<file path="config.mk">
export PLATFORM = sky130hd
export DESIGN_NAME = qph_fifo
export DESIGN_NICKNAME = d
export VERILOG_FILES = /design/src/sv/qph_pkg.sv /design/src/sv/qph_fifo.sv
export SDC_FILE = /design/constraint.sdc
export NUM_CORES = 1
export LEC_CHECK = 0
export ABC_AREA = 1
export BUFFER_PORTS_ARGS = -buffer_cell sky130_fd_sc_hd__buf_2
export CAP_MARGIN = 15
export CORE_ASPECT_RATIO = 1.4
export CORE_UTILIZATION = 49
export CTS_BUF_LIST = sky130_fd_sc_hd__clkbuf_8
export CTS_CLUSTER_DIAMETER = 60
export CTS_CLUSTER_SIZE = 14
export DETAILED_ROUTE_END_ITERATION = 10
export PLACE_DENSITY = 0.78
export SKIP_LAST_GASP = 1
export SYNTH_ARGS = -nofsm -noshare
export SYNTH_HDL_FRONTEND = slang
export SYNTH_SLANG_ARGS = --single-unit
</file>
<file path="constraint.sdc">
create_clock -name clk -period 6.75 [get_ports clk]
set_input_delay 1.35 -clock clk [delete_from_list [all_inputs] [get_ports clk]]
set_output_delay 1.35 -clock clk [all_outputs]
set_load 0.005 [all_outputs]
</file>
<file path="src/sv/qph_pkg.sv">
// qph_pkg: types and constants for the quadratic-probe hash table unit.
// No dependencies; imported by every module of the block.
`default_nettype none

package qph_pkg;

    localparam int NUM_SLOTS     = 101;
    localparam int NUM_PROBES    = 20;
    localparam int MAX_KEY_CHARS = 15;
    localparam int CHAR_W        = 8;
    localparam int KEY_LOW_W     = 64;
    localparam int KEY_HIGH_W    = 56;
    localparam int KEY_LEN_W     = 4;
    localparam int SLOT_W        = 7;
    localparam int COUNT_W       = 7;
    localparam int PROBE_CNT_W   = 5;
    localparam int PROBE_STEP0   = 24;

    // hash arithmetic: h < 2^15, h*19 < 2^20, reciprocal of 101 rounded down
    localparam int HASH_W        = 15;
    localparam int TERM_W        = 13;
    localparam int HASH_SCALE    = 19;
    localparam int SCALED_W      = 20;
    localparam int RECIP         = 10381;
    localparam int RECIP_W       = 14;
    localparam int RECIP_SHIFT   = 20;
    localparam int PROD_W        = SCALED_W + RECIP_W;
    localparam int QUOT_W        = 13;
    localparam int REM_W         = 8;

    localparam int QUEUE_DEPTH   = 2;
    localparam int QPTR_W        = 1;
    localparam int QCNT_W        = 2;

    typedef enum logic [1:0] {
        OP_ADD    = 2'd0,
        OP_DELETE = 2'd1,
        OP_READ   = 2'd2,
        OP_CLEAR  = 2'd3
    } op_t;

    typedef struct packed {
        logic [1:0]            opcode;
        logic [KEY_LOW_W-1:0]  key_low;
        logic [KEY_HIGH_W-1:0] key_high;
        logic [KEY_LEN_W-1:0]  key_length;
        logic [SLOT_W-1:0]     slot_select;
    } req_t;

    typedef struct packed {
        logic                  succeeded;
        logic [SLOT_W-1:0]     slot_index;
        logic                  slot_occupied;
        logic [COUNT_W-1:0]    entry_count;
        logic [KEY_LOW_W-1:0]  read_key_low;
        logic [KEY_HIGH_W-1:0] read_key_high;
        logic [KEY_LEN_W-1:0]  read_key_length;
    } rsp_t;

    typedef struct packed {
        logic [KEY_LOW_W-1:0]  key_low;
        logic [KEY_HIGH_W-1:0] key_high;
        logic [KEY_LEN_W-1:0]  key_length;
    } key_t;

    typedef struct packed {
        op_t               op;
        key_t              key;
        logic              key_ok;
        logic [SLOT_W-1:0] slot_select;
        logic [SLOT_W-1:0] home;
    } job_t;

    typedef enum logic [2:0] {
        F_IDLE,
        F_HASH,
        F_SCALE,
        F_RECIP,
        F_MOD,
        F_PUSH
    } front_state_t;

    typedef enum logic [2:0] {
        B_IDLE,
        B_START,
        B_PROBE,
        B_READ,
        B_RESOLVE
    } back_state_t;

endpackage

`default_nettype wire

</file>
<file path="src/sv/qph_fifo.sv">
// qph_fifo: short job queue between the front and back parts.
// Depends on qph_pkg.
`default_nettype none

module qph_fifo import qph_pkg::*;
(
    input  wire logic clk,
    input  wire logic rst_n,
    input  wire logic push,
    input  wire job_t push_job,
    output logic      full,
    input  wire logic pop,
    output job_t      head,
    output logic      empty
);

    job_t              entry_reg [QUEUE_DEPTH];
    logic [QPTR_W-1:0] wr_ptr_reg;
    logic [QPTR_W-1:0] rd_ptr_reg;
    logic [QCNT_W-1:0] cnt_reg;
    logic              do_push;
    logic              do_pop;

    assign full    = (cnt_reg == QCNT_W'(QUEUE_DEPTH));
    assign empty   = (cnt_reg == '0);
    assign head    = entry_reg[rd_ptr_reg];
    assign do_push = push && !full;
    assign do_pop  = pop && !empty;

    always_ff @(posedge clk or negedge rst_n)
    begin
        if (!rst_n)
        begin
            wr_ptr_reg <= '0;
            rd_ptr_reg <= '0;
            cnt_reg    <= '0;
        end
        else
        begin
            if (do_push)
                wr_ptr_reg <= (wr_ptr_reg == QPTR_W'(QUEUE_DEPTH - 1)) ?
                              '0 : wr_ptr_reg + QPTR_W'(1);
            if (do_pop)
                rd_ptr_reg <= (rd_ptr_reg == QPTR_W'(QUEUE_DEPTH - 1)) ?
                              '0 : rd_ptr_reg + QPTR_W'(1);
            if (do_push && !do_pop)
                cnt_reg <= cnt_reg + QCNT_W'(1);
            else if (do_pop && !do_push)
                cnt_reg <= cnt_reg - QCNT_W'(1);
        end
    end

    always_ff @(posedge clk)
    begin
        if (do_push)
            entry_reg[wr_ptr_reg] <= push_job;
    end

endmodule

`default_nettype wire

</file>
==> run metrics, run 1 <==
status completed; number of standard cells after synthesis roughly 770; number of maximum-capacitance violations 0; fraction of synthesized area in multiplexers 0%; Unique masters post-synth 15; layout filler cell count 1662; required arrival time at the worst endpoint 5.40 ns; Final Cell Area 12500 sq um; standard-cell rows 63; Crit Path Class reg -> out; number of enable-type register cells in the synthesized netlist 282; via count of the first global-routing pass roughly 6600; Psw approximately 1.7 mW; CTS tree done; Slew HR 33.6%; accumulated negative setup slack 0 ns; count of buffers added by post-CTS timing repair for setup 0; Yosys top cell area share 80.6%; end of the worst register-to-register path entry_reg[1][49]; number of vias in the routed layout about 6600; floorplan die area between 20000 and 25000 sq um; Net count, final 1201; critical path capture point type output port; library cell with the largest summed area after synthesis edfxtp_1; number of buffers added on ports 287; cell with the most instances after synthesis nand2_1; Chip Height 175 microns; number of flip-flops and latches in the synthesized netlist 286; arrival time of the worst setup path 3.05 ns; depth of the CTS H-tree 1; fraction of layout instances using a drive strength above 1 30.0%; Sink Count about 290; Ports approximately 290; PostCTS Resize Cnt 0; initial antenna violation count 7; switching share of power 33.7%; clock transition time at the flip-flop clock pins of the worst setup and hold paths 0.09 ns; final core utilization between 50 and 60%; largest net degree at the start of global routing 90; Internal Dissipation 3.31 mW; Final Hold Vio Count 0; multi-input logic area 1690 sq um; end of the worst hold path wr_ptr_reg; standard cell core area between 20000 and 25000 sq um; Min-Delay Startpoint wr_ptr_reg; number of iterations in the first detailed-routing pass 4; total of endpoints with negative setup slack in the final report 0; startpoint class of the critical path register; global-route congestion overflow total 0; DP Wirelength 14.0 mm; dominant cells by area after synthesis edfxtp_1 81%, nand2_1 15%, buf_6 1.1%; largest voltage drop on the vdd net 0.000254 V; later-pin clock latency in the skew report 0.56 ns; weighted congestion reported at the end of routability-driven placement 0.780; clock buffer count from CTS 24; clock buffer depth 3; register area 8570 sq um; detailed-route wire length 22.0 mm; Total Routing Usage GR between 15 and 20%; DRC viols 0; final antenna-violating net count 0; wire length per cell 16.4 microns; 1st-iter DRT viols 523; Critical R2R Launch cnt_reg[0]; fraction of the mapped netlist area in simple logic gates between 10% and 20%; number of nets in the synthesized netlist between 900 and 1000; peak clock frequency supported by timing 0.227 GHz; width of the die ~130 microns; final period utilization 65.2%; cell chosen for the clock root clkbuf_8; proportion of register bits with asynchronous set or reset after synthesis 1.40%; Synth top cells by count 432 x nand2_1, 282 x edfxtp_1, 20 x buf_2, 10 x buf_6, 7 x inv_1; number of flip-flops under the largest register name 282; Netlist Area Pre-Place 10500 sq um; Area after DPL roughly 12000 sq um; Setup Slack @ Placement 2.88 ns; combinational family with the most area after synthesis simple AND/OR/NAND/NOR gates; total power per unit cell area 398 nW/um^2; initial cell density of the core roughly 50%; Hold Buf Count CTS 0; Post-Syn Area per Cell around 14 sq um; actual transition at the worst max-transition pin about 1 ns; post-route total power 4.99 mW; post-DR vias/cell 4.92; class of the most critical hold timing path reg -> reg; primary flip-flop cell chosen by synthesis mapping edfxtp_1; Final Critical Period 4.40 ns; fraction of power consumed by combinational cells 30.8%; portion of the post-synthesis area used by sequential elements 81.5%; warnings from Yosys 0; post-synthesis share of cell area spent on full adders, half adders and majority gates 0.119%; xor/xnor cell area share of the yosys netlist 0.0834%; setup slack after layout 2.35 ns; leakage component of the power 5.46 nW; R2R setup slack 4.14 ns; Hold Path Stages 2; largest fanout on the critical path between 70 and 80; Clk pwr share 17.7%; first-pass GRT wire length approximately 33 mm; area fraction in compound gates after synthesis 0.0953%; worst clock skew 0.0373 ns; unrepaired setup endpoints after global routing false; path depth of the worst reg2reg path 3; Final Max Tran Viols 0; area grow syn2layout 19.4%; portion of total power attributed to sequential cells 51.4%
cells by family after synthesis:
logic type	Yosys count
AND/OR/NAND/NOR	439
buffers and inverters	39
flip-flops	286
adder cells (fa/ha/maj)	1
XOR/XNOR	1
AO/OA/AOI/OAI	2
area by class of cell:
cell class                 instances  share of cell area [%]
inverter                           8                   0.299
multi-input combinational        443                    13.5
antenna                            7                   0.140
clock inverter                    19                   0.609
clock buffer                      25                    2.74
tap                              260                    2.59
sequential                       286                    68.4
timing repair buffer             292                    11.8
layer usage:
layer  wire length [microns]  vias to the layer above  GRT usage, %  share of wire [%]
li1                        -                     3169             -                  -
met1                    8370                     3075          22.3                 38
met2                   11100                      265          33.7                 50
met3                    1390                       78          4.05                6.3
met4                    1180                        0          11.5                5.4
met5                       0                        -             0                  0
power groups by stage:
| stage | combinational, mW | sequential, mW | clock, mW |
|---|---|---|---|
| 3_5_place_dp | 1.57 | 2.61 | 0 |
| 5_1_grt | 1.72 | 2.60 | 0.977 |
| 4_1_cts | 1.57 | 2.57 | 0.920 |
| 6_report | 1.54 | 2.57 | 0.885 |
| 2_1_floorplan | 0.935 | 2.58 | 0 |
| 3_3_place_gp | 1.53 | 2.59 | 0 |
worst max-delay path, stage by stage (launching register included):
cell,delay (ns)
dfrtp_4,0.74
inv_4,0.70
buf_4,0.64
nand2_1,0.13
nand2_1,0.09
buf_2,0.12
stage by stage:
stage / hold slack [ns] / cells
global placement: 0.463 / 1289
detailed placement: 0.470 / 1289
global route: 0.534 / 1337
finish: 0.489 / 1340
floorplan: 0.449 / 768
CTS: 0.492 / 1333
cells in the final DEF, fill, tap and decap left out, types with 2 or more instances in the layout:
master    Yosys  layout
buf_4         1       5
dfrtp_1       4       3
clkbuf_8      0      25
inv_1         7      24
o21ai_0       2       2
inv_6         0       2
diode_2       0       7
nor2_1        4       3
buf_2        20     287
nand2_1     432     432
edfxtp_1    282     282
how the worst max path moves through the flow:
stage	from	to	slack, ns	cells after the start
global placement	rd_ptr_reg	head[109]	2.92	5
detailed placement	rd_ptr_reg	head[90]	2.88	5
finish	rd_ptr_reg	head[90]	2.35	5
CTS	rd_ptr_reg	head[90]	2.26	5
floorplan	push	entry_reg[1][0]	1.17	2
global route	rd_ptr_reg	head[109]	2.09	5
Note: power is estimated with default switching activity, not from simulation.
==> run 2: changes to the inputs <==
- CORE_UTILIZATION: 49 -> 54
- PLACE_DENSITY: 0.78 -> 0.82
- clock period: 6.75 -> 4.3 ns (I/O delays scaled with it)
==> run metrics, run 2 (synthesized netlist as in run 1, its figures left out) <==
CTS tree done; 1st-iter DRT viols 514 (-1.7%); fraction of power consumed by combinational cells 32.3% (+1.5 points); floorplan die area 20000 sq um (-9.1%); number of iterations in the first detailed-routing pass 5 (+1); final period utilization 72.8%; DRC viols 0 (unchanged); fraction of layout instances using a drive strength above 1 30.2% (+0.20 points); Sink Count 286 (unchanged); Internal Dissipation 5.23 mW (+58%); number of buffers added on ports 287 (unchanged); initial cell density of the core 54.9% (+5.1 points); Setup Slack @ Placement 1.65 ns (-1.23 ns); detailed-route wire length 21.9 mm (-0.75%); width of the die 120 microns (-4.7%); register area 8570 sq um (unchanged); standard cell core area 19100 sq um (-9.4%); Final Hold Vio Count 0 (unchanged); Crit Path Class reg -> out; leakage component of the power 5.49 nW (+0.39%); DP Wirelength 14.1 mm (+0.82%); number of flip-flops under the largest register name 282 (unchanged); weighted congestion reported at the end of routability-driven placement 0.755 (-3.2%); startpoint class of the critical path register; PostCTS Resize Cnt 0 (unchanged); cell chosen for the clock root clkbuf_8; Clk pwr share 17.5% (-0.2 points); Psw 2.64 mW (+57%); standard-cell rows 60 (-4.8%); arrival time of the worst setup path 2.27 ns (-0.78 ns); wire length per cell 16.4 microns (-0.16%); clock buffer depth 3 (unchanged); later-pin clock latency in the skew report 0.54 ns (-0.02 ns); commonest cells after routing, fill and taps aside 432 x nand2_1, 287 x buf_2, 282 x edfxtp_1; required arrival time at the worst endpoint 3.44 ns (-1.96 ns); peak clock frequency supported by timing 0.320 GHz; Placed Instances 1280 (-0.70%); accumulated negative setup slack 0 ns (unchanged); Final Critical Period 3.13 ns; most frequent standard cell in the layout excluding fill and tap cells nand2_1; total of endpoints with negative setup slack in the final report 0 (unchanged); Hold Buf Count CTS 0 (unchanged); Chip Height 167 microns (-4.7%); class of the most critical hold timing path in -> async; largest voltage drop on the vdd net 0.000505 V (+98%); global-route congestion overflow total 0 (unchanged); total power per unit cell area 625 nW/um^2 (+57%); multi-input logic area 1690 sq um (unchanged); post-DR vias/cell 5.01 (+1.9%); final cell count without fillers 1332 (-0.60%); largest fanout on the critical path 64 (-19%); initial antenna violation count 9 (+2); Ports 288 (unchanged); final antenna-violating net count 0 (unchanged); number of maximum-capacitance violations 0 (unchanged); via count of the first global-routing pass 6525 (-0.65%); depth of the CTS H-tree 1 (unchanged); clock transition time at the flip-flop clock pins of the worst setup and hold paths 0.09 ns (about the same); final core utilization 65.8% (+6.4 points); setup slack after layout 1.17 ns (-1.18 ns); largest net degree at the start of global routing 79 (-12%); actual transition at the worst max-transition pin 1.05 ns (+0.0584 ns); Final Max Tran Viols 0 (unchanged); clock buffer count from CTS 24 (unchanged); Slew HR 29.7% (-3.9 points); Net count, final 1204 (+0.25%); worst clock skew 0.0231 ns (-0.0142 ns); layout filler cell count 1442 (-13%); unrepaired setup endpoints after global routing false; number of vias in the routed layout 6671 (+1.3%); critical path capture point type output port; status completed; switching share of power 33.5% (-0.18 points); area grow syn2layout 19.8%; first-pass GRT wire length 32.5 mm (-1.9%); portion of total power attributed to sequential cells 50.2% (-1.2 points); Total Routing Usage GR 21.2% (+1.8 points); count of buffers added by post-CTS timing repair for setup 0 (unchanged)
## run 2: cell types whose count changed in the layout (fill, tap and decap cells not counted)
cell | previous run | this run
buf_12 | 0 | 3
clkinvlp_4 | 0 | 1
diode_2 | 7 | 8
inv_6 | 2 | 1
## run 2: critical path, stage by stage (launching register included)
cell and delay [ns]:
dfrtp_4 0.51, inv_4 0.47, buf_12 0.34, nand2_1 0.09, nand2_1 0.11, buf_2 0.12
## run 2: power by group through the flow
stage | Clock [mW] | Sequential (mW) | Combinational [mW]
after floorplan | 0 | 4.01 | 1.47
after global placement | 0 | 3.98 | 2.51
after detailed placement | 0 | 4.02 | 2.57
after CTS | 1.41 | 3.95 | 2.58
after global routing | 1.52 | 4.00 | 2.83
final | 1.38 | 3.95 | 2.54
## run 2: final timing paths
kind	from	end	slack, ns	cells past startpoint
setup reg to reg	cnt_reg[0]	entry_reg[0][122]	2.03	5
min in group clk	wr_ptr_reg	wr_ptr_reg	0.49	2
hold / removal	rst_n	cnt_reg[0]	0.1	1
setup / recovery	rd_ptr_reg	head[126]	1.17	5
hold reg to reg	wr_ptr_reg	wr_ptr_reg	0.49	2
max in group asynchronous	rst_n	wr_ptr_reg	4.06	1
## run 2: per-stage QoR
stage	total power, mW	hold slack [ns]	instance area [sq um]
floorplan	5.48	0.450	10500
global placement	6.48	0.468	12100
detailed placement	6.58	0.471	12100
CTS	7.95	0.0644	12600
global route	8.35	0.0638	12600
finish	7.87	0.0969	12600
## run 2: area by class of cell
| type | count | share of cell area (%) |
|---|---|---|
| Antenna cell | 8 | 0.159 |
| Clock buffer | 25 | 2.73 |
| Clock inverter | 19 | 0.606 |
| Inverter | 8 | 0.288 |
| Multi-Input combinational cell | 443 | 13.5 |
| Sequential cell | 286 | 68.1 |
| Tap cell | 248 | 2.47 |
| Timing Repair Buffer | 295 | 12.2 |
## run 2: routing by layer
layer | wire, microns | vias to the layer above | track usage, %
met5 | 17 | - | 0
met4 | 1120 | 2 | 11.5
met3 | 1360 | 79 | 4.11
met2 | 11600 | 263 | 38.2
met1 | 7750 | 3154 | 23.5
li1 | - | 3173 | -
