**src/sv/qph_pkg.sv**
```systemverilog
// qph_pkg: types and constants for the quadratic-probe hash table unit.
// No dependencies; imported by every module of the block.
`default_nettype none

package qph_pkg;

    localparam int NUM_SLOTS     = 101;
    localparam int NUM_PROBES    = 20;
    localparam int MAX_KEY_CHARS = 15;
    localparam int CHAR_W        = 8;
    localparam int KEY_LOW_W     = 64;
    localparam int KEY_HIGH_W    = 56;
    localparam int KEY_LEN_W     = 4;
    localparam int SLOT_W        = 7;
    localparam int COUNT_W       = 7;
    localparam int PROBE_CNT_W   = 5;
    localparam int PROBE_STEP0   = 24;

    // hash arithmetic: h < 2^15, h*19 < 2^20, reciprocal of 101 rounded down
    localparam int HASH_W        = 15;
    localparam int TERM_W        = 13;
    localparam int HASH_SCALE    = 19;
    localparam int SCALED_W      = 20;
    localparam int RECIP         = 10381;
    localparam int RECIP_W       = 14;
    localparam int RECIP_SHIFT   = 20;
    localparam int PROD_W        = SCALED_W + RECIP_W;
    localparam int QUOT_W        = 13;
    localparam int REM_W         = 8;

    localparam int QUEUE_DEPTH   = 2;
    localparam int QPTR_W        = 1;
    localparam int QCNT_W        = 2;

    typedef enum logic [1:0] {
        OP_ADD    = 2'd0,
        OP_DELETE = 2'd1,
        OP_READ   = 2'd2,
        OP_CLEAR  = 2'd3
    } op_t;

    typedef struct packed {
        logic [1:0]            opcode;
        logic [KEY_LOW_W-1:0]  key_low;
        logic [KEY_HIGH_W-1:0] key_high;
        logic [KEY_LEN_W-1:0]  key_length;
        logic [SLOT_W-1:0]     slot_select;
    } req_t;

    typedef struct packed {
        logic                  succeeded;
        logic [SLOT_W-1:0]     slot_index;
        logic                  slot_occupied;
        logic [COUNT_W-1:0]    entry_count;
        logic [KEY_LOW_W-1:0]  read_key_low;
        logic [KEY_HIGH_W-1:0] read_key_high;
        logic [KEY_LEN_W-1:0]  read_key_length;
    } rsp_t;

    typedef struct packed {
        logic [KEY_LOW_W-1:0]  key_low;
        logic [KEY_HIGH_W-1:0] key_high;
        logic [KEY_LEN_W-1:0]  key_length;
    } key_t;

    typedef struct packed {
        op_t               op;
        key_t              key;
        logic              key_ok;
        logic [SLOT_W-1:0] slot_select;
        logic [SLOT_W-1:0] home;
    } job_t;

    typedef enum logic [2:0] {
        F_IDLE,
        F_HASH,
        F_SCALE,
        F_RECIP,
        F_MOD,
        F_PUSH
    } front_state_t;

    typedef enum logic [2:0] {
        B_IDLE,
        B_START,
        B_PROBE,
        B_READ,
        B_RESOLVE
    } back_state_t;

endpackage

`default_nettype wire

```
**src/sv/qph_front.sv**
```systemverilog
// qph_front: accepts items, masks the key, computes the home slot.
// Depends on qph_pkg; feeds qph_fifo.
`default_nettype none

module qph_front import qph_pkg::*;
(
    input  wire logic clk,
    input  wire logic rst_n,
    input  wire logic start,
    output logic      busy,
    input  wire req_t req,
    output logic      push,
    output job_t      push_job,
    input  wire logic full
);

    front_state_t              state_reg, state_next;
    job_t                      job_reg;
    logic [HASH_W-1:0]         hash_reg;
    logic [KEY_LEN_W-1:0]      idx_reg;
    logic [SCALED_W-1:0]       scaled_reg;
    logic [QUOT_W-1:0]         quot_reg;
    logic [REM_W-1:0]          rem_reg;

    logic [KEY_LOW_W-1:0]      lo_masked;
    logic [KEY_HIGH_W-1:0]     hi_masked;
    logic                      key_ok_in;
    logic                      need_hash;
    logic [KEY_HIGH_W+KEY_LOW_W-1:0] key_bytes;
    logic [CHAR_W-1:0]         cur_char;
    logic [KEY_LEN_W:0]        weight;
    logic [TERM_W-1:0]         term;
    logic                      last_char;
    logic [PROD_W-1:0]         recip_prod;
    logic [SLOT_W-1:0]         home;

    always_comb
    begin
        for (int b = 0; b < KEY_LOW_W / CHAR_W; b++)
        begin
            lo_masked[b*CHAR_W +: CHAR_W] = (b < int'(req.key_length)) ?
                req.key_low[b*CHAR_W +: CHAR_W] : '0;
        end
        for (int b = 0; b < KEY_HIGH_W / CHAR_W; b++)
        begin
            hi_masked[b*CHAR_W +: CHAR_W] =
                (b + KEY_LOW_W / CHAR_W < int'(req.key_length)) ?
                req.key_high[b*CHAR_W +: CHAR_W] : '0;
        end
    end

    assign key_ok_in = (req.key_length != '0) &&
                       (req.key_length <= KEY_LEN_W'(MAX_KEY_CHARS));
    assign need_hash = key_ok_in &&
                       (op_t'(req.opcode) == OP_ADD || op_t'(req.opcode) == OP_DELETE);

    assign key_bytes  = {job_reg.key.key_high, job_reg.key.key_low};
    assign cur_char   = key_bytes[{idx_reg, 3'b000} +: CHAR_W];
    assign weight     = {1'b0, idx_reg} + (KEY_LEN_W+1)'(1);
    assign term       = TERM_W'(cur_char) * TERM_W'(weight);
    assign last_char  = (idx_reg == job_reg.key.key_length - KEY_LEN_W'(1));
    assign recip_prod = PROD_W'(scaled_reg) * PROD_W'(RECIP);
    assign home       = (rem_reg >= REM_W'(NUM_SLOTS)) ?
                        SLOT_W'(rem_reg - REM_W'(NUM_SLOTS)) : SLOT_W'(rem_reg);

    always_comb
    begin
        state_next = state_reg;
        unique case (state_reg)
            F_IDLE:
            begin
                if (start)
                    state_next = need_hash ? F_HASH : F_PUSH;
            end
            F_HASH:  state_next = last_char ? F_SCALE : F_HASH;
            F_SCALE: state_next = F_RECIP;
            F_RECIP: state_next = F_MOD;
            F_MOD:   state_next = F_PUSH;
            F_PUSH:  state_next = full ? F_PUSH : F_IDLE;
            default: state_next = F_IDLE;
        endcase
    end

    always_comb
    begin
        busy          = (state_reg != F_IDLE);
        push          = (state_reg == F_PUSH) && !full;
        push_job      = job_reg;
        push_job.home = home;
    end

    always_ff @(posedge clk or negedge rst_n)
    begin
        if (!rst_n)
            state_reg <= F_IDLE;
        else
            state_reg <= state_next;
    end

    always_ff @(posedge clk)
    begin
        unique case (state_reg)
            F_IDLE:
            begin
                if (start)
                begin
                    job_reg.op             <= op_t'(req.opcode);
                    job_reg.key.key_low    <= lo_masked;
                    job_reg.key.key_high   <= hi_masked;
                    job_reg.key.key_length <= req.key_length;
                    job_reg.key_ok         <= key_ok_in;
                    job_reg.slot_select    <= req.slot_select;
                    job_reg.home           <= '0;
                    hash_reg               <= '0;
                    idx_reg                <= '0;
                end
            end
            F_HASH:
            begin
                hash_reg <= hash_reg + HASH_W'(term);
                idx_reg  <= idx_reg + KEY_LEN_W'(1);
            end
            F_SCALE: scaled_reg <= SCALED_W'(hash_reg) * SCALED_W'(HASH_SCALE);
            F_RECIP: quot_reg   <= recip_prod[RECIP_SHIFT +: QUOT_W];
            F_MOD:
            begin
                rem_reg <= REM_W'(scaled_reg - SCALED_W'(quot_reg) * SCALED_W'(NUM_SLOTS));
            end
            F_PUSH: ;
            default: ;
        endcase
    end

endmodule

`default_nettype wire

```
**config.mk**
```make
export PLATFORM = sky130hd
export DESIGN_NAME = qph_front
export DESIGN_NICKNAME = d
export VERILOG_FILES = /design/src/sv/qph_pkg.sv /design/src/sv/qph_front.sv
export SDC_FILE = /design/constraint.sdc
export NUM_CORES = 1
export LEC_CHECK = 0
export BUFFER_PORTS_ARGS = -buffer_cell sky130_fd_sc_hd__buf_2
export CELL_PAD_IN_SITES_DETAIL_PLACEMENT = 0
export CELL_PAD_IN_SITES_GLOBAL_PLACEMENT = 1
export CORE_ASPECT_RATIO = 1.4
export CORE_MARGIN = 5
export CORE_UTILIZATION = 50
export CTS_BUF_LIST = sky130_fd_sc_hd__clkbuf_8
export DETAILED_ROUTE_END_ITERATION = 7
export PLACE_DENSITY_LB_ADDON = 0.2
export SETUP_SLACK_MARGIN = 0.05
export SLEW_MARGIN = 20
export SYNTH_ARGS = -nofsm -noshare
export SYNTH_HDL_FRONTEND = slang
export SYNTH_SLANG_ARGS = --single-unit
```
**constraint.sdc**
```tcl
create_clock -name clk -period 14.7 [get_ports clk]
set_input_delay 3.675 -clock clk [delete_from_list [all_inputs] [get_ports clk]]
set_output_delay 3.675 -clock clk [all_outputs]
set_load 0.005 [all_outputs]
```
==> results of run 1 <==
-- cell families (layout without fill, tap and decap cells) --
logic type / count (synthesis) / in the layout / share of synthesized area
adders and majority gates: 313 / 313 / 0.310
and+or+nand+nor: 292 / 292 / 0.104
buffers and inverters: 257 / 550 / 0.0647
DFF: 192 / 192 / 0.382
AOI/OAI and AO/OA: 120 / 120 / 0.0510
xor gates and xnor gates: 65 / 65 / 0.0378
muxes: 43 / 43 / 0.0514
other: 0 / 2 / 0
-- synthesized netlist by cell type (13+ instances only) --
cell / count
inv_1: 233
and2_1: 47
xor2_1: 21
clkbuf_1: 13
fa_1: 100
nor2_1: 70
and3_1: 18
nor2b_1: 78
nand2_1: 30
ha_1: 213
a21oi_1: 44
edfxtp_1: 189
nor3_1: 14
mux4_2: 27
o21ai_1: 18
xnor2_1: 44
-- final timing paths --
path,startpoint,endpoint,cells past startpoint
setup / recovery,full,push,4
hold / removal,hash_reg[0]$_SDFFCE_PN0P_,scaled_reg[0]$_DFFE_PP_,0
setup reg to reg,idx_reg[0]$_SDFFCE_PN0P_,hash_reg[14]$_SDFFCE_PN0P_,18
hold reg to reg,hash_reg[0]$_SDFFCE_PN0P_,scaled_reg[0]$_DFFE_PP_,0
max in group asynchronous,rst_n,state_reg[1]$_DFFE_PN0P_,1
min in group asynchronous,rst_n,state_reg[0]$_DFFE_PN0P_,1
-- final cells by class --
type	count	area (sq um)	area share
clock inverter	14	95.1	0.00551
antenna	2	5.00	0.000290
clock buffer	17	234	0.0136
inverter	233	875	0.0507
multi-input combinational	833	8360	0.485
sequential	192	5750	0.333
timing repair buffer	286	1450	0.0840
tap	385	482	0.0279
-- through the flow --
stage                     utilization  instances
final                           0.578       1962
after global routing            0.578       1962
after CTS                       0.578       1960
after detailed placement        0.567       1929
after global placement          0.567       1929
after floorplan                     -       1282
-- layout by cell type (no fill, tap or decap), types with 3 or more instances in the layout --
master / n
xnor2_1: 44
buf_2: 279
clkinv_2: 4
a211oi_1: 4
a21oi_1: 44
xor2_1: 21
and2_1: 47
a31oi_1: 4
nand3_1: 7
mux2i_1: 11
mux2_2: 4
o21bai_1: 6
inv_1: 235
edfxtp_1: 189
nand2b_1: 10
fa_1: 100
o21ai_0: 6
and3_1: 18
nor3_1: 13
o21a_1: 7
a41oi_1: 3
buf_4: 7
ha_1: 213
nor2_1: 69
nand4_1: 5
dfrtp_1: 3
a21o_1: 11
nor2b_1: 78
nand2_1: 30
mux4_2: 27
o21ai_1: 19
clkbuf_8: 17
-- metal layers --
metal  track usage  routed length [um]
met5             0                   0
met4        0.0889                1210
met3        0.0537                2070
met2         0.437               21100
met1         0.234               12600
-- worst register-to-register path, delay by kind of cell, from the launching register on --
family | cells | cell delay [ps]
fa+ha+maj | 4 | 1840
simple gates | 2 | 280
compound gates | 6 | 1270
flops | 1 | 330
mux | 3 | 1520
buf+inv | 3 | 700
==> metrics, run 1 <==
min-delay worst type flop to flop; Final Max Slew Viols 0; Clock Path Buffers 2; drt initial violations 372; syn_area_per_cell ~12 sq um; top-area cell type share of the netlist area 0.377; sequential area share after synthesis 0.382; CP delay by family, top simple AND/OR/NAND/NOR gates; initial antenna violation count 2; number of synthesized flops with an enable pin 189; # fillers between 2k and 3k; GRT Residual Overflow 0; Yosys warning count 0; Max-Cap Viols 0; WHS 579 ps; Worst path slowest cell nand2b_1; Final ANT Viol Nets 0; Critical Path AT approximately 4200 ps; Final HPWL DP 30800 um; P&R area growth vs syn 14.4%; TritonCTS buffer count 17; Yosys reg bits approximately 190; share of cells above drive strength 1 0.223; Synth cell types 56; top achievable clock speed 127 MHz; slack of the critical path 6830 ps; Final Instance Area 17200 sq um; routed vias/inst 5.18; Die Ht 215 um; Setup Skew approximately 11 ps; main area contributors after synthesis edfxtp_1, ha_1, fa_1; Setup TNS 0 ps; Cells after Synth 1282; row cnt 75; min Tclk post-route 7870 ps; cell accounting for the most synthesized area edfxtp_1; first-pass GRT wire length 59000 um; Critical Path Fanout Max 3; Pre-antenna DRT Iters 4; total number of vias 10.2k; WL final 37000 um; Place WS 6880 ps; Reg clk slew, reported paths roughly 90 ps; synthesized cell area 15100 sq um; CTS tree done; cts hold-fix bufs 0; pin count of the biggest net entering global routing 85; placed cell areas 16900 sq um; syn_nets 1732; status finished clean; io pins 280; clock root buffer clkbuf_8; CTS Sinks 192; top_reg_cell synth edfxtp_1; Post-CTS Resized 0; Final nets 2013; worst relative slew slack 0.278; final cycle utilization of the critical path 0.535; Worst EP required ~11000 ps; die area around 34000 sq um; Remaining DRCs 0; GPL Wtd Cong around 0.83; crit path kind input port to primary output; crit start category input port; H-tree levels 4; Top cell by count, worst path buf_2; post-CTS setup buffers 0; gr usage total 0.228; CP Capture Type primary output; Tightest Pin Transition 1080 ps; Buf/Inv on CP 2; # setup viols final 0; clk_lat worst skew 500 ps; asr flop ratio synth 0.0156; flop2flop setup slack ~8500 ps; RSZ-0062 raised after global routing false; Largest register FFs 134; Routed wire per std cell 18.9 um; Final Hold Viols 0; Core Area 29800 sq um; Largest stage delay, worst path 160 ps; vias in the first global route 11.3k; die width 157 um; Buffers on Ports 279; CP cell instances buf_2 -> nand2b_1 -> nor2_1 -> buf_2; Initial Util 0.505
Power of run 1 is not shown: default switching activity piles up to over one toggle a cycle in this logic, so the estimate is an artifact.
==> run 2, diff against run 1 <==
Settings changed: CORE_UTILIZATION 50 to 46.
Clock period 14.7 ns to 8 ns, I/O delays scaled along.
==> metrics, run 2 (synthesized netlist as in run 1, its figures left out) <==
H-tree levels 4 (unchanged); Setup TNS 0 ps (unchanged); Buffers on Ports 279 (unchanged); Die Ht 224 um (+4.1%); min-delay worst type flop to flop; first-pass GRT wire length 59100 um (+0.11%); cts hold-fix bufs 0 (unchanged); row cnt 78 (+4.0%); Reg clk slew, reported paths 100 ps (about the same); WL final 37800 um (+2.3%); Critical Path Fanout Max 45 (+42); CP Capture Type flop; die width 163 um (+4.0%); Critical Path AT 6360 ps (+2170 ps); Initial Util 0.465 (-0.0399); clock root buffer clkbuf_8; CTS Sinks 192 (unchanged); pin count of the biggest net entering global routing 84 (-1.2%); P&R area growth vs syn 15.2%; initial antenna violation count 5 (+3); crit path kind flop to flop; # setup viols final 0 (unchanged); die area 36500 sq um (+8.2%); Final nets 2014 (+0.050%); Tightest Pin Transition 1090 ps (+7.56 ps); Post-CTS Resized 0 (unchanged); routed vias/inst 5.00 (-3.4%); Max-Cap Viols 0 (unchanged); Final Max Slew Viols 0 (unchanged); final cycle utilization of the critical path 0.764; total number of vias 10.1k (-0.46%); Pre-antenna DRT Iters 6 (+2); Routed wire per std cell 18.7 um (-0.68%); status finished clean; GPL Wtd Cong 0.854 (+2.3%); Remaining DRCs 0 (unchanged); Setup Skew 12.9 ps (+1.70 ps); placed cell areas 17000 sq um (+0.41%); most common cell after layout, fill and taps aside buf_2; Worst EP required 8250 ps (-2770 ps); gr usage total 0.212 (-0.0158); Clock Path Buffers 2 (unchanged); clk_lat worst skew 490 ps (about the same); GRT Residual Overflow 0 (unchanged); drt initial violations 387 (+4.0%); RSZ-0062 raised after global routing false; Final Hold Viols 0 (unchanged); Final Instance Area 17400 sq um (+0.70%); CTS tree done; io pins 280 (unchanged); Largest register FFs 134 (unchanged); share of cells above drive strength 1 0.225 (+0.00162); Final ANT Viol Nets 0 (unchanged); Final HPWL DP 31600 um (+2.7%); vias in the first global route 11.0k (-2.5%); crit start category flop; min Tclk post-route 6110 ps; Core Area 32400 sq um (+8.6%); top achievable clock speed 164 MHz; post-CTS setup buffers 0 (unchanged); worst relative slew slack 0.269 (-0.00900); commonest non-fill, non-tap cells in the layout buf_2, inv_1, ha_1, edfxtp_1, fa_1; TritonCTS buffer count 17 (unchanged)
[run 2: changes by cell type in the layout (fill, tap and decap cells not counted)]
cell,previous run,this run
buf_8,0,1
clkinv_2,4,2
clkinv_8,0,1
clkinvlp_4,2,0
diode_2,2,4
inv_1,235,234
inv_6,1,6
[run 2: layout make-up]
| type | instances | area [sq um] |
|---|---|---|
| Fill cell | 2991 | 15000 |
| Multi-Input combinational cell | 833 | 8360 |
| Sequential cell | 192 | 5750 |
| Timing Repair Buffer | 287 | 1460 |
| Clock inverter | 15 | 126 |
| Tap cell | 440 | 551 |
| Antenna cell | 4 | 10.0 |
| Clock buffer | 17 | 234 |
| Inverter | 233 | 875 |
[run 2: per-stage QoR]
step / hold slack, ps / util / cells / setup WS (ps)
2_1_floorplan: 493 / - / 1282 / 2010
3_3_place_gp: 550 / 0.524 / 1984 / 1650
5_1_grt: 599 / 0.536 / 2019 / 1520
3_5_place_dp: 560 / 0.524 / 1984 / 1540
4_1_cts: 592 / 0.535 / 2016 / 1500
6_report: 578 / 0.536 / 2021 / 1890
[run 2: metal layers]
layer,up-vias,part of all wire,track usage
met4,2,0.028,0.0734
met2,239,0.57,0.412
li1,4905,-,-
met5,-,0.00048,0
met3,45,0.059,0.0576
met1,4921,0.34,0.214
[run 2: path summary, 6_finish.rpt]
path	cells after the start	start	slack (ps)	to
min in group asynchronous	1	rst_n	1290	state_reg[0]$_DFFE_PN0P_
min	0	hash_reg[0]$_SDFFCE_PN0P_	580	scaled_reg[0]$_DFFE_PP_
max reg2reg	18	idx_reg[0]$_SDFFCE_PN0P_	1890	hash_reg[14]$_SDFFCE_PN0P_
max in group asynchronous	1	rst_n	6590	state_reg[2]$_DFFE_PN0P_
min reg2reg	0	hash_reg[0]$_SDFFCE_PN0P_	580	scaled_reg[0]$_DFFE_PP_
max	18	idx_reg[0]$_SDFFCE_PN0P_	1890	hash_reg[14]$_SDFFCE_PN0P_
[run 2: worst max-delay path: stages (launching register included)]
cell and delay [ps]:
edfxtp_1 340, buf_4 600, mux4_2 620, mux4_2 500, and2_1 190, fa_1 490
inv_1 40, fa_1 460, fa_1 540, inv_1 40, ha_1 320, a21o_1 170
a21oi_1 180, nor2b_1 80, o21a_1 190, o41ai_2 330, o21ai_1 170, a31oi_1 210
mux2_1 330
Power of run 2 is left out for the same reason.
==> run 3, diff against run 2 <==
Settings changed: ABC_AREA set to 1, CORE_UTILIZATION 46 to 40.
Clock period 8 ns to 5.5 ns, I/O delays scaled along.
==> metrics, run 3 <==
min-delay worst type flop to flop; CTS tree done; Pre-antenna DRT Iters 5 (-1); Buf/Inv on CP 5 (+2); Top cell by count, worst path nor2_1; RSZ-0062 raised after global routing false; mux contribution to synthesized area 0 (-0.0514); cts hold-fix bufs 0 (unchanged); GR peak layer met2; asr flop ratio synth 0.0156 (unchanged); P&R area growth vs syn 14.5%; die area 46200 sq um (+27%); Die Ht 252 um (+13%); met2 GRT Util 0.403 (-0.00883); Commonest cells post-synth inv_1, nand2_1, nor2_1; Post-CTS Resized 0 (unchanged); sequential area share after synthesis 0.342 (-0.0392); clock root buffer clkbuf_8; number of synthesized flops with an enable pin 189 (unchanged); Synth cell types 40 (-29%); post-CTS setup buffers 0 (unchanged); clk_lat worst skew 520 ps (+30 ps); Worst path slowest cell fa_1; Final ANT Viol Nets 0 (unchanged); WL final 50200 um (+33%); Final nets 2725 (+35%); CP Capture Type flop; Core Area 41400 sq um (+28%); cell with the most instances after synthesis inv_1; cell accounting for the most synthesized area edfxtp_1; CTS Sinks 192 (unchanged); total number of vias 13.5k (+33%); Simple-Gate Fraction of Synth Area 0.194 (+0.0901); Worst EP required 5780 ps (-2470 ps); Setup Skew 30.9 ps (+18.0 ps); vias in the first global route 14.3k (+29%); Tightest Pin Transition 1070 ps (-19.4 ps); first-pass GRT wire length 77700 um (+32%); Max-Cap Viols 0 (unchanged); worst relative slew slack 0.286 (+0.0168); Yosys reg bits 192 (unchanged); Initial Util 0.406 (-0.0594); Critical Path AT 5220 ps (-1140 ps); Buffers on Ports 279 (unchanged); top_reg_cell synth edfxtp_1; post-synthesis xor/xnor area fraction 0.0167 (-0.0211); row cnt 88 (+13%); commonest non-fill, non-tap cells in the layout inv_1, nand2_1, buf_2, nor2_1, ha_1; CP cell instances buf_4 -> buf_4 -> nor2_1 -> nor2_1 -> nand2_1 -> nand4_1 -> nand3_1 -> nand2_1 -> inv_2 -> nor2_1 -> fa_1 -> fa_1 -> inv_1 -> fa_1 -> inv_1 -> ha_1 -> a21oi_1 -> o21ai_0 -> nand2_1 -> nand3_1 -> nor2_1 -> nor2_1; Setup TNS 0 ps (unchanged); synthesized cell area 16800 sq um (+11%); routed vias/inst 4.77 (-4.7%); most common cell after layout, fill and taps aside inv_1; pin count of the biggest net entering global routing 135 (+61%); Remaining DRCs 0 (unchanged); H-tree levels 4 (unchanged); GRT Residual Overflow 0 (unchanged); met3 Usage GRT 0.0439 (-0.0137); # setup viols final 0 (unchanged); crit path kind flop to flop; final cycle utilization of the critical path 0.899 (+0.135); WHS 615 ps (+37.3 ps); Final HPWL DP 42900 um (+36%); largest family of logic cells by synthesized area adder cells; GPL Wtd Cong 0.933 (+9.3%); met1 Track Usage GR 0.238 (+0.0236); Largest stage delay, worst path 520 ps (-100 ps); share of cells above drive strength 1 0.153 (-0.0717); Final Max Slew Viols 0 (unchanged); min Tclk post-route 4940 ps (-1170 ps); Cells after Synth 1994 (+56%); syn_nets 2444 (+41%); CP delay by family, top adder cells; top achievable clock speed 202 MHz (+24%); Routed wire per std cell 17.7 um (-5.3%); status finished clean; Largest register FFs 134 (unchanged); drt initial violations 626 (+62%); Reg clk slew, reported paths 120 ps (+20 ps); main area contributors after synthesis edfxtp_1, ha_1, fa_1; die width 183 um (+12%); top-area cell type share of the netlist area 0.338 (-0.0387); syn_area_per_cell 8.42 sq um (-28%); initial antenna violation count 1 (-4); Clock Path Buffers 2 (unchanged); Synth Area in Compound Gates 0.0467 (-0.00427); io pins 280 (unchanged); gr usage total 0.217 (+0.00458); Critical Path Fanout Max 23 (-49%); Post-Synth Adder-Cell Area 0.278 (-0.0318); TritonCTS buffer count 17 (unchanged); crit start category flop; Final Hold Viols 0 (unchanged); Yosys warning count 0 (unchanged)
## run 3: cell count changes after synthesis, sizes merged, moves of 29 or more
cell,change
nand2,+350
inv,+259
nor2,+211
nor2b,-78
nand3,+74
and2,-48
xnor2,-36
o21ai,+34
nand4,+29
## run 3: per-layer routing
layer  vias to the layer above  share of wire
li1                       6783              -
met1                      6212           0.37
met2                       392           0.53
met3                       104          0.057
met4                         0          0.045
met5                         -              0
## run 3: area by class of cell
class / instances / area [sq um]
Antenna cell: 1 / 2.50
Clock buffer: 17 / 234
Clock inverter: 15 / 219
Fill cell: 4312 / 22200
Inverter: 493 / 1850
Multi-Input combinational cell: 1282 / 9010
Sequential cell: 192 / 5750
Tap cell: 540 / 676
Timing Repair Buffer: 289 / 1480
## run 3: cell families (layout without fill, tap and decap cells)
family | count (synthesis) | count (layout)
AND/OR/NAND/NOR | 795 | 795
buffers and inverters | 520 | 814
other | 0 | 1
AO/OA/AOI/OAI | 142 | 142
flip-flops | 192 | 192
XOR/XNOR | 32 | 32
adder cells (fa/ha/maj) | 313 | 313
## run 3: stage by stage
step / worst slack, ps / instances / area, sq um / util
after floorplan: 158 / 1994 / 16800 / -
after global placement: 595 / 2796 / 18800 / 0.453
after CTS: 529 / 2828 / 19200 / 0.464
after detailed placement: 531 / 2796 / 18800 / 0.453
after global routing: 231 / 2829 / 19200 / 0.464
final: 557 / 2829 / 19200 / 0.464
## run 3: worst paths after layout
path | start | endpoint | slack [ps] | cells past startpoint
hold / removal | hash_reg[0]$_SDFFCE_PN0P_ | scaled_reg[0]$_DFFE_PP_ | 620 | 0
max in group asynchronous | rst_n | state_reg[2]$_DFFE_PN0P_ | 4690 | 1
min in group asynchronous | rst_n | state_reg[1]$_DFFE_PN0P_ | 670 | 1
setup / recovery | idx_reg[0]$_SDFFCE_PN0P_ | hash_reg[12]$_SDFFCE_PN0P_ | 560 | 22
hold reg to reg | hash_reg[0]$_SDFFCE_PN0P_ | scaled_reg[0]$_DFFE_PP_ | 620 | 0
setup reg to reg | idx_reg[0]$_SDFFCE_PN0P_ | hash_reg[12]$_SDFFCE_PN0P_ | 560 | 22
## run 3: worst register-to-register path: stages (launching register included)
cell and delay, ps:
edfxtp_1 410, buf_4 320, buf_4 330, nor2_1 80, nor2_1 170, nand2_1 100, nand4_1 90, nand3_1 150
nand2_1 190, inv_2 80, nor2_1 130, fa_1 450, fa_1 490, inv_1 50, fa_1 520, inv_1 40
ha_1 340, a21oi_1 270, o21ai_0 160, nand2_1 80, nand3_1 100, nor2_1 120, nor2_1 60
Power of run 3 is left out for the same reason.
